File: src/hw/rtl/lruk_pkg.sv
package lruk_pkg;

   localparam int PAGE_TAG_W = 32;
   localparam int LEN_W      = 5;
   localparam int THRESH_W   = 8;
   localparam int CAP_W      = 5;
   localparam int CSR_IDX_W  = 4;
   localparam int CSR_DATA_W = 8;

   localparam logic [CSR_IDX_W-1:0] CSR_THRESHOLD = 4'd0;
   localparam logic [CSR_IDX_W-1:0] CSR_CAPACITY  = 4'd1;

   localparam logic [THRESH_W-1:0] THRESHOLD_RST = 8'd2;
   localparam logic [CAP_W-1:0]    CAPACITY_RST  = 5'd16;
   localparam logic [THRESH_W-1:0] HIT_COUNT_MAX = 8'hFF;
   localparam logic [THRESH_W-1:0] HIT_COUNT_NEW = 8'd1;

   typedef enum logic [1:0] {
      FOUND_MISS  = 2'd0,
      FOUND_HIST  = 2'd1,
      FOUND_CACHE = 2'd2
   } found_type;

   typedef enum logic [3:0] {
      ST_IDLE,
      ST_SCAN_CACHE,
      ST_CACHE_MOVE,
      ST_SCAN_HIST,
      ST_HIST_HIT,
      ST_HIST_MISS,
      ST_HIST_TRIM,
      ST_CACHE_TRIM,
      ST_RESP
   } state_type;

endpackage

File: src/hw/rtl/lruk_if.sv
interface lruk_req_if;
   import lruk_pkg::*;

   logic                  valid;
   logic                  ready;
   logic [PAGE_TAG_W-1:0] page_tag;

   modport source (output valid, output page_tag, input ready);
   modport sink   (input valid, input page_tag, output ready);
endinterface

interface lruk_rsp_if;
   import lruk_pkg::*;

   logic                  valid;
   logic                  ready;
   found_type             found_where;
   logic                  promoted;
   logic                  history_evict_valid;
   logic [PAGE_TAG_W-1:0] history_evicted_tag;
   logic                  cache_evict_valid;
   logic [PAGE_TAG_W-1:0] cache_evicted_tag;
   logic [LEN_W-1:0]      history_length;
   logic [LEN_W-1:0]      cache_length;

   modport source (output valid, output found_where, output promoted,
                   output history_evict_valid, output history_evicted_tag,
                   output cache_evict_valid, output cache_evicted_tag,
                   output history_length, output cache_length, input ready);
   modport sink   (input valid, input found_where, input promoted,
                   input history_evict_valid, input history_evicted_tag,
                   input cache_evict_valid, input cache_evicted_tag,
                   input history_length, input cache_length, output ready);
endinterface

interface lruk_csr_if;
   import lruk_pkg::*;

   logic                  valid;
   logic                  ready;
   logic [CSR_IDX_W-1:0]  index;
   logic [CSR_DATA_W-1:0] data;

   modport source (output valid, output index, output data, input ready);
   modport sink   (input valid, input index, input data, output ready);
endinterface

File: src/hw/rtl/lru_k_replacement_core.sv
// One tag comparator scans the cache queue and then the history queue one entry
// per cycle. A cache hit stops the scan and moves the entry to the cache tail;
// otherwise a history hit update, or an insert and history trim, precedes a cache
// trim. One access is handled at a time; the next one is taken the cycle after the
// result transfer. Reset clears both queue fills, the state machine and the
// configuration (threshold 2, capacity 16); no clearing pass is needed.
module lru_k_replacement_core #(
   parameter int MAX_ENTRIES = 16,
   parameter int TAG_BITS    = 32
) (
   input  logic              clock,
   input  logic              reset,
   lruk_req_if.sink          req_bus,
   lruk_rsp_if.source        rsp_bus,
   lruk_csr_if.sink          csr_bus
);
   import lruk_pkg::*;

   localparam int SLOTS = MAX_ENTRIES + 1;
   localparam int IDX_W = $clog2(SLOTS);
   localparam int CNT_W = $clog2(MAX_ENTRIES + 2);
   localparam int CMP_W = (CNT_W > CAP_W) ? CNT_W : CAP_W;

   state_type             state_ff, state_in;
   logic [TAG_BITS-1:0]   tag_ff, tag_in;
   logic [CNT_W-1:0]      idx_ff, idx_in;
   logic [IDX_W-1:0]      hit_ff, hit_in;

   logic [TAG_BITS-1:0]   h_tag_ff [SLOTS];
   logic [TAG_BITS-1:0]   h_tag_in [SLOTS];
   logic [THRESH_W-1:0]   h_cnt_ff [SLOTS];
   logic [THRESH_W-1:0]   h_cnt_in [SLOTS];
   logic [TAG_BITS-1:0]   c_tag_ff [SLOTS];
   logic [TAG_BITS-1:0]   c_tag_in [SLOTS];
   logic [CNT_W-1:0]      h_fill_ff, h_fill_in;
   logic [CNT_W-1:0]      c_fill_ff, c_fill_in;

   logic [THRESH_W-1:0]   thr_ff, thr_in;
   logic [CAP_W-1:0]      cap_ff, cap_in;

   found_type             found_ff, found_in;
   logic                  promoted_ff, promoted_in;
   logic                  hev_ff, hev_in;
   logic [TAG_BITS-1:0]   htag_ff, htag_in;
   logic                  cev_ff, cev_in;
   logic [TAG_BITS-1:0]   ctag_ff, ctag_in;

   logic                  req_xfer;
   logic                  rsp_xfer;
   logic                  csr_xfer;
   logic [TAG_BITS-1:0]   scan_tag;
   logic                  scan_match;
   logic                  c_in_range;
   logic                  h_in_range;
   logic [CNT_W-1:0]      hit_ext;
   logic [CNT_W-1:0]      c_last;
   logic [CNT_W-1:0]      h_last;
   logic [THRESH_W-1:0]   hit_cnt;
   logic [THRESH_W-1:0]   hit_inc;
   logic                  promote;
   logic [CMP_W-1:0]      cap_eff;
   logic                  h_over;
   logic                  c_over;

   assign req_xfer = req_bus.valid && req_bus.ready;
   assign rsp_xfer = rsp_bus.valid && rsp_bus.ready;
   assign csr_xfer = csr_bus.valid && csr_bus.ready;

   // The single comparator is shared by the cache scan and the history scan.
   assign scan_tag   = (state_ff == ST_SCAN_CACHE) ? c_tag_ff[idx_ff[IDX_W-1:0]]
                                                   : h_tag_ff[idx_ff[IDX_W-1:0]];
   assign scan_match = (scan_tag == tag_ff);
   assign c_in_range = (idx_ff < c_fill_ff);
   assign h_in_range = (idx_ff < h_fill_ff);

   assign hit_ext = CNT_W'(hit_ff);
   assign c_last  = c_fill_ff - 1'b1;
   assign h_last  = h_fill_ff - 1'b1;
   assign hit_cnt = h_cnt_ff[hit_ff];
   assign hit_inc = (hit_cnt == HIT_COUNT_MAX) ? hit_cnt : hit_cnt + 1'b1;
   assign promote = (hit_inc >= thr_ff);

   assign cap_eff = (CMP_W'(cap_ff) > CMP_W'(MAX_ENTRIES)) ? CMP_W'(MAX_ENTRIES)
                                                            : CMP_W'(cap_ff);
   assign h_over  = (CMP_W'(h_fill_ff) > cap_eff);
   assign c_over  = (CMP_W'(c_fill_ff) > cap_eff);

   always_comb begin
      state_in = state_ff;
      unique case (state_ff)
         ST_IDLE: begin
            if (req_xfer) state_in = ST_SCAN_CACHE;
         end
         ST_SCAN_CACHE: begin
            if (!c_in_range) state_in = ST_SCAN_HIST;
            else if (scan_match) state_in = ST_CACHE_MOVE;
         end
         ST_CACHE_MOVE: state_in = ST_RESP;
         ST_SCAN_HIST: begin
            if (!h_in_range) state_in = ST_HIST_MISS;
            else if (scan_match) state_in = ST_HIST_HIT;
         end
         ST_HIST_HIT:   state_in = ST_CACHE_TRIM;
         ST_HIST_MISS:  state_in = ST_HIST_TRIM;
         ST_HIST_TRIM:  state_in = ST_CACHE_TRIM;
         ST_CACHE_TRIM: state_in = ST_RESP;
         ST_RESP: begin
            if (rsp_xfer) state_in = ST_IDLE;
         end
         default: state_in = ST_IDLE;
      endcase
   end

   always_comb begin
      req_bus.ready = (state_ff == ST_IDLE);
      rsp_bus.valid = (state_ff == ST_RESP);
      csr_bus.ready = 1'b1;
   end

   assign rsp_bus.found_where         = found_ff;
   assign rsp_bus.promoted            = promoted_ff;
   assign rsp_bus.history_evict_valid = hev_ff;
   assign rsp_bus.history_evicted_tag = PAGE_TAG_W'(htag_ff);
   assign rsp_bus.cache_evict_valid   = cev_ff;
   assign rsp_bus.cache_evicted_tag   = PAGE_TAG_W'(ctag_ff);
   assign rsp_bus.history_length      = LEN_W'(h_fill_ff);
   assign rsp_bus.cache_length        = LEN_W'(c_fill_ff);

   always_comb begin
      thr_in = thr_ff;
      cap_in = cap_ff;
      if (csr_xfer) begin
         priority if (csr_bus.index == CSR_THRESHOLD) begin
            thr_in = THRESH_W'(csr_bus.data);
         end else if (csr_bus.index == CSR_CAPACITY) begin
            cap_in = CAP_W'(csr_bus.data);
         end
      end
   end

   always_comb begin
      tag_in      = tag_ff;
      idx_in      = idx_ff;
      hit_in      = hit_ff;
      h_tag_in    = h_tag_ff;
      h_cnt_in    = h_cnt_ff;
      c_tag_in    = c_tag_ff;
      h_fill_in   = h_fill_ff;
      c_fill_in   = c_fill_ff;
      found_in    = found_ff;
      promoted_in = promoted_ff;
      hev_in      = hev_ff;
      htag_in     = htag_ff;
      cev_in      = cev_ff;
      ctag_in     = ctag_ff;

      unique case (state_ff)
         ST_IDLE: begin
            if (req_xfer) begin
               tag_in      = TAG_BITS'(req_bus.page_tag);
               idx_in      = '0;
               found_in    = FOUND_MISS;
               promoted_in = 1'b0;
               hev_in      = 1'b0;
               htag_in     = '0;
               cev_in      = 1'b0;
               ctag_in     = '0;
            end
         end
         ST_SCAN_CACHE: begin
            if (!c_in_range) begin
               idx_in = '0;
            end else if (scan_match) begin
               hit_in = idx_ff[IDX_W-1:0];
            end else begin
               idx_in = idx_ff + 1'b1;
            end
         end
         ST_SCAN_HIST: begin
            if (h_in_range) begin
               if (scan_match) hit_in = idx_ff[IDX_W-1:0];
               else idx_in = idx_ff + 1'b1;
            end
         end
         ST_CACHE_MOVE: begin
            found_in = FOUND_CACHE;
            for (int j = 0; j < SLOTS - 1; j++) begin
               if (CNT_W'(j) >= hit_ext && CNT_W'(j) < c_last) begin
                  c_tag_in[j] = c_tag_ff[j+1];
               end
            end
            c_tag_in[c_last[IDX_W-1:0]] = tag_ff;
         end
         ST_HIST_HIT: begin
            found_in = FOUND_HIST;
            for (int j = 0; j < SLOTS - 1; j++) begin
               if (CNT_W'(j) >= hit_ext && CNT_W'(j) < h_last) begin
                  h_tag_in[j] = h_tag_ff[j+1];
                  h_cnt_in[j] = h_cnt_ff[j+1];
               end
            end
            if (promote) begin
               promoted_in = 1'b1;
               h_fill_in   = h_last;
               c_tag_in[c_fill_ff[IDX_W-1:0]] = tag_ff;
               c_fill_in   = c_fill_ff + 1'b1;
            end else begin
               h_tag_in[h_last[IDX_W-1:0]] = tag_ff;
               h_cnt_in[h_last[IDX_W-1:0]] = hit_inc;
            end
         end
         ST_HIST_MISS: begin
            h_tag_in[h_fill_ff[IDX_W-1:0]] = tag_ff;
            h_cnt_in[h_fill_ff[IDX_W-1:0]] = HIT_COUNT_NEW;
            h_fill_in = h_fill_ff + 1'b1;
         end
         ST_HIST_TRIM: begin
            if (h_over) begin
               hev_in  = 1'b1;
               htag_in = h_tag_ff[0];
               for (int j = 0; j < SLOTS - 1; j++) begin
                  h_tag_in[j] = h_tag_ff[j+1];
                  h_cnt_in[j] = h_cnt_ff[j+1];
               end
               h_fill_in = h_last;
            end
         end
         ST_CACHE_TRIM: begin
            if (c_over) begin
               cev_in  = 1'b1;
               ctag_in = c_tag_ff[0];
               for (int j = 0; j < SLOTS - 1; j++) begin
                  c_tag_in[j] = c_tag_ff[j+1];
               end
               c_fill_in = c_last;
            end
         end
         ST_RESP: begin
            idx_in = idx_ff;
         end
         default: begin
            idx_in = idx_ff;
         end
      endcase
   end

   always_ff @(posedge clock) begin
      if (reset) begin
         state_ff  <= ST_IDLE;
         h_fill_ff <= '0;
         c_fill_ff <= '0;
         thr_ff    <= THRESHOLD_RST;
         cap_ff    <= CAPACITY_RST;
      end else begin
         state_ff  <= state_in;
         h_fill_ff <= h_fill_in;
         c_fill_ff <= c_fill_in;
         thr_ff    <= thr_in;
         cap_ff    <= cap_in;
      end
   end

   always_ff @(posedge clock) begin
      tag_ff      <= tag_in;
      idx_ff      <= idx_in;
      hit_ff      <= hit_in;
      h_tag_ff    <= h_tag_in;
      h_cnt_ff    <= h_cnt_in;
      c_tag_ff    <= c_tag_in;
      found_ff    <= found_in;
      promoted_ff <= promoted_in;
      hev_ff      <= hev_in;
      htag_ff     <= htag_in;
      cev_ff      <= cev_in;
      ctag_ff     <= ctag_in;
   end

`ifndef SYNTH
   a_idle_fill_bound: assert property (@(posedge clock) disable iff (reset)
      (state_ff == ST_IDLE || state_ff == ST_RESP) |->
         (h_fill_ff <= CNT_W'(MAX_ENTRIES) && c_fill_ff <= CNT_W'(MAX_ENTRIES)))
      else $error("queue fill exceeds the entry count between accesses");

   a_ready_valid_excl: assert property (@(posedge clock) disable iff (reset)
      !(req_bus.ready && rsp_bus.valid))
      else $error("request ready while a result is pending");

   a_accept_scans: assert property (@(posedge clock) disable iff (reset)
      req_xfer |=> (state_ff == ST_SCAN_CACHE))
      else $error("accepted access did not start the cache scan");

   a_cache_hit_no_evict: assert property (@(posedge clock) disable iff (reset)
      (rsp_bus.valid && rsp_bus.found_where == FOUND_CACHE) |->
         (!rsp_bus.cache_evict_valid && !rsp_bus.history_evict_valid &&
          !rsp_bus.promoted))
      else $error("cache hit reported an eviction or a promotion");
`endif

endmodule
File: src/flat_wrapper.sv
// flat-port wrapper written by rule: the top's interface ports become plain ports
module lru_k_replacement_core_flat import lruk_pkg::*;
#(
   parameter int MAX_ENTRIES = 16,
   parameter int TAG_BITS    = 32
)
  (clock, reset, req_bus_valid, req_bus_page_tag, req_bus_ready, rsp_bus_valid, rsp_bus_found_where, rsp_bus_promoted, rsp_bus_history_evict_valid, rsp_bus_history_evicted_tag, rsp_bus_cache_evict_valid, rsp_bus_cache_evicted_tag, rsp_bus_history_length, rsp_bus_cache_length, rsp_bus_ready, csr_bus_valid, csr_bus_index, csr_bus_data, csr_bus_ready);
  lruk_req_if req_bus_i ();
  lruk_rsp_if rsp_bus_i ();
  lruk_csr_if csr_bus_i ();
  input  logic clock;
  input  logic reset;
  input wire logic [$bits(req_bus_i.valid)-1:0] req_bus_valid;
  input wire logic [$bits(req_bus_i.page_tag)-1:0] req_bus_page_tag;
  output wire logic [$bits(req_bus_i.ready)-1:0] req_bus_ready;
  output wire logic [$bits(rsp_bus_i.valid)-1:0] rsp_bus_valid;
  output wire logic [$bits(rsp_bus_i.found_where)-1:0] rsp_bus_found_where;
  output wire logic [$bits(rsp_bus_i.promoted)-1:0] rsp_bus_promoted;
  output wire logic [$bits(rsp_bus_i.history_evict_valid)-1:0] rsp_bus_history_evict_valid;
  output wire logic [$bits(rsp_bus_i.history_evicted_tag)-1:0] rsp_bus_history_evicted_tag;
  output wire logic [$bits(rsp_bus_i.cache_evict_valid)-1:0] rsp_bus_cache_evict_valid;
  output wire logic [$bits(rsp_bus_i.cache_evicted_tag)-1:0] rsp_bus_cache_evicted_tag;
  output wire logic [$bits(rsp_bus_i.history_length)-1:0] rsp_bus_history_length;
  output wire logic [$bits(rsp_bus_i.cache_length)-1:0] rsp_bus_cache_length;
  input wire logic [$bits(rsp_bus_i.ready)-1:0] rsp_bus_ready;
  input wire logic [$bits(csr_bus_i.valid)-1:0] csr_bus_valid;
  input wire logic [$bits(csr_bus_i.index)-1:0] csr_bus_index;
  input wire logic [$bits(csr_bus_i.data)-1:0] csr_bus_data;
  output wire logic [$bits(csr_bus_i.ready)-1:0] csr_bus_ready;
  assign req_bus_i.valid = req_bus_valid;
  assign req_bus_i.page_tag = req_bus_page_tag;
  assign req_bus_ready = req_bus_i.ready;
  assign rsp_bus_valid = rsp_bus_i.valid;
  assign rsp_bus_found_where = rsp_bus_i.found_where;
  assign rsp_bus_promoted = rsp_bus_i.promoted;
  assign rsp_bus_history_evict_valid = rsp_bus_i.history_evict_valid;
  assign rsp_bus_history_evicted_tag = rsp_bus_i.history_evicted_tag;
  assign rsp_bus_cache_evict_valid = rsp_bus_i.cache_evict_valid;
  assign rsp_bus_cache_evicted_tag = rsp_bus_i.cache_evicted_tag;
  assign rsp_bus_history_length = rsp_bus_i.history_length;
  assign rsp_bus_cache_length = rsp_bus_i.cache_length;
  assign rsp_bus_i.ready = rsp_bus_ready;
  assign csr_bus_i.valid = csr_bus_valid;
  assign csr_bus_i.index = csr_bus_index;
  assign csr_bus_i.data = csr_bus_data;
  assign csr_bus_ready = csr_bus_i.ready;
  lru_k_replacement_core #(.MAX_ENTRIES(MAX_ENTRIES), .TAG_BITS(TAG_BITS)) u_core (.clock(clock), .reset(reset), .req_bus(req_bus_i), .rsp_bus(rsp_bus_i), .csr_bus(csr_bus_i));
endmodule
File: config.mk
export PLATFORM = sky130hd
export DESIGN_NAME = lru_k_replacement_core_flat
export DESIGN_NICKNAME = d
export VERILOG_FILES = /design/src/hw/rtl/lruk_pkg.sv /design/src/hw/rtl/lruk_if.sv /design/src/hw/rtl/lru_k_replacement_core.sv /design/src/flat_wrapper.sv
export SDC_FILE = /design/constraint.sdc
export NUM_CORES = 2
export LEC_CHECK = 0
export BUFFER_PORTS_ARGS = -buffer_cell sky130_fd_sc_hd__buf_2
export CAP_MARGIN = 5
export CORE_ASPECT_RATIO = 1.5
export CORE_MARGIN = 1
export CORE_UTILIZATION = 40
export CTS_BUF_LIST = sky130_fd_sc_hd__clkbuf_8
export DETAILED_ROUTE_END_ITERATION = 6
export PLACE_DENSITY = 0.56
export SYNTH_ARGS = -nofsm -noshare
export SYNTH_HDL_FRONTEND = slang
export SYNTH_SLANG_ARGS = --single-unit
File: constraint.sdc
create_clock -name clock -period 45.1 [get_ports clock]
set_input_delay 4.51 -clock clock [delete_from_list [all_inputs] [get_ports clock]]
set_output_delay 4.51 -clock clock [all_outputs]
set_load 0.01 [all_outputs]
==> impl_metrics.ini <==
[pwr]
swShare_pct = 43.2
p_sw_mw = 2.07
p_per_area_nw_per_um2 = 44.5
power.share.clock_pct = 23.8
power.leakage_nw = 37.4
internal_power_mw = 2.72
seqPwrFrac_pct = 35.9
vdd_ir_drop_max_mv = 0.0441
p_comb_share_pct = 40.3

[placement]
gp_congestion = 1.07
dpl.hpwl_mm = 269
post_dp_cell_area_sq_um = 103000
portBuffers = 129

[clocking]
cts_resized = 0
cts_max_level = 4
numCtsBuffers = 241
cts-hold-fix-buffers = 0
clock-sinks = 1362
cts_tree = done
root_buffer = clkbuf_8
clkLatencyLatePin_ps = 1090
clkTransAtPathRegs_ps = 60
cts.path.max_buffers = 4
postCtsSetupRepairBufs = 0

[setup_path]
cp_max_fo = 38
worstPathCellList = buf_4 -> mux4_2 -> mux4_2 -> a22oi_1 -> a211oi_1 -> nand4_1 -> xor2_1 -> buf_4 -> inv_1 -> ha_1 -> nand2b_1 -> a21o_1 -> a21o_1 -> a21o_1 -> a21o_1 -> a2111oi_2 -> o21ai_1 -> nor2_4 -> buf_4 -> mux2i_1 -> o221ai_1
cp.required_ps = 45840
reg2reg_setup_slack_ps = 36510
critPathKind = register to register
cp.depth = 21
cp_slowest_cell = a2111oi_2
reg2reg_depth = 21
cp.arrival_ps = 9330
r2r-start = u_core.hit_ext[0]
reg2reg_to = u_core.h_tag_ff[265]
crit_path_end = u_core.h_tag_ff[265]
slowest_delay_ps = 970
start_kind = register
worst_path_most_repeated_cell = a21o_1
end_kind = register
crit_buf_inv = 4
crit_family = compound AO/OA/AOI/OAI gates
startpoint = u_core.hit_ext[0]

[timing]
setup_viol = 0
fmax_mhz = 116
finalCritPeriodShare_pct = 19.0
final.min_clock_period_ps = 8590
drv_slew = 2
clock_skew_ps = 94.5
hold_viol = 0
worst_pin_slew_ps = 1550
rsz0062_at_grt = false
final.setup.tns_ps = 0
slew_headroom_pct = -3.46

[die]
start_util_pct = 40.2
core_area_sq_um = 248000
die_height_microns = 614
die_x_microns = 410
row_count = 224
dieArea_sq_um = 252000
io_pins = 131

[final_layout]
area_growth_pct = 7.52
fin_nets = 9277
final_common_cell = mux2i_1
drive_gt1_share_pct = 14.3
fill_cells = 23700
final_util_pct = 43.2
multi_input_area_sq_um = 55100
finish.instance_area_sq_um = 107000
register_area_sq_um = 40600
most-common-layout-cells = 1627 x mux2i_1, 1386 x nand2_1, 1335 x edfxtp_1, 960 x o221ai_1, 533 x a21oi_1

[hold_path]
min-delay-start = u_core.thr_ff[4]
hold_path_depth = 2
min_path_type = register to register

[synth]
synth-simple-area-share_pct = 10.2
ys_ff_latch = 1362
synth_ff_type = edfxtp_1
ys_warn_count = 0
synth_compound_area_share_pct = 18.1
synth_edf_count = 1335
ys_seq_area_share_pct = 40.7
synth_top_family_by_area = multiplexers
synth_xor_area_share_pct = 0.456
syn_inst = 9705
synth_area_sq_um = 99900
synthDistinctLibCells = 71
syn_nets = 9794
synthAdderAreaFrac_pct = 0.501
synthArstFlopShare_pct = 0
synth_area_per_cell_sq_um = 10.3
synth_mux_area_share_pct = 25.1

[run]
maxCapViolCount = 1

[status]
violations = design-rule violations, max-capacitance violations, max-slew violations
status = finished, violations left

[route]
vias_per_cell = 7.04
vias = 89100
totalWireLength_mm = 446
drcViolationCount = 32
drtPass1Iterations = 7
postRouteAntennaNets = 0
drt_iter0_drc = 14600
wire_per_inst_microns = 35.3

[global_route]
antenna_found_initial = 28
overflow = 0
grt_pass1_wl_mm = 630
grt_start_max_net_pins = 193
grt_usage_pct = 34.1
grt_pass1_vias = 83600
## worst min-delay path: stages (launching register included)
cell and delay, ps:
dfxtp_1 330, mux2i_1 70, nor2_1 70
## cell usage after synthesis (15+ instances only)
cell type,instances,area (sq um)
o22ai_1,49,307
mux2i_1,1628,16300
o211ai_1,19,143
buf_1,78,293
edfxtp_1,1335,40100
a21o_1,19,143
nand2_1,1406,5280
nor3_1,61,305
ha_1,40,500
nand2b_1,21,131
and2_1,159,995
xor2_1,17,149
a22oi_1,328,2460
and3_1,235,1470
mux4_2,294,6620
nand3_1,89,445
clkbuf_1,1018,3820
buf_2,46,230
nor4_1,19,119
mux2_2,191,2150
nor2b_1,15,93.8
inv_1,97,364
a21oi_1,539,2700
buf_6,18,203
nor2_1,286,1070
dfxtp_1,27,541
o221ai_1,960,8410
nand4_1,16,100
a222oi_1,64,641
a211oi_1,23,173
xnor2_1,35,307
o21ai_0,419,2100
## layer usage
layer	vias to the layer above	track usage, %	part of all wire, %
li1	36900	-	-
met1	44700	41.9	36
met2	6128	53.1	45
met3	1378	6.14	9.5
met4	6	26.7	9.0
met5	-	0	0.010
## power by group through the flow
stage	clock (mW)	combinational (mW)	sequential, mW
after CTS	1.15	1.84	1.71
after floorplan	0	1.10	1.75
after detailed placement	0	1.84	1.73
after global routing	1.19	1.96	1.72
final	1.14	1.93	1.72
after global placement	0	1.81	1.73
## how the worst min path moves through the flow
stage,slack [ps],endpoint
2_1_floorplan,460,u_core.cap_ff[0]
3_3_place_gp,480,u_core.cap_ff[0]
3_5_place_dp,490,u_core.thr_ff[2]
4_1_cts,510,u_core.thr_ff[4]
5_1_grt,530,u_core.thr_ff[4]
6_report,500,u_core.thr_ff[4]
## logic make-up after synthesis
logic type | count (synthesis)
adder cells (fa/ha/maj) | 40
AND/OR/NAND/NOR | 2329
AO/OA/AOI/OAI | 2538
buffers and inverters | 1269
other | 1
XOR/XNOR | 52
flip-flops | 1362
multiplexers | 2114
## stage by stage
stage,power [mW],hold WS [ps],setup WS (ps),std cells
global route,4.88,527,36160,12600
floorplan,2.85,455,11660,9705
detailed placement,3.57,486,36650,12200
finish,4.78,502,36510,12700
CTS,4.70,509,36660,12600
global placement,3.54,479,36650,12200
## layout make-up
| cell class | count | share of cell area (%) |
|---|---|---|
| repair buffers | 409 | 2.67 |
| flip-flops and latches | 1362 | 37.8 |
| inverters | 100 | 0.364 |
| clock inverters | 163 | 0.774 |
| clock buffers | 251 | 3.22 |
| multi-input cells | 7074 | 51.3 |
| well taps | 3277 | 3.82 |
| diodes | 16 | 0.0373 |
## sequential cells by signal, summed over array words and instances, names as in the netlist
name,cells
u_core.rsp_bus.cache_evict_valid,1
u_core.idx_ff,5
u_core.rsp_bus.history_length,5
u_core.rsp_bus.promoted,1
u_core.tag_ff,32
u_core.rsp_bus.cache_length,5
u_core.hit_ext,5
u_core.rsp_bus.cache_evicted_tag,32
u_core.cap_ff,5
u_core.h_tag_ff,544
u_core.rsp_bus.history_evict_valid,1
u_core.h_cnt_ff,136
u_core.state_ff,4
u_core.rsp_bus.history_evicted_tag,32
u_core.thr_ff,8
u_core.c_tag_ff,544
u_core.rsp_bus.found_where,2
No activity file was read; power rests on OpenSTA's default activity.
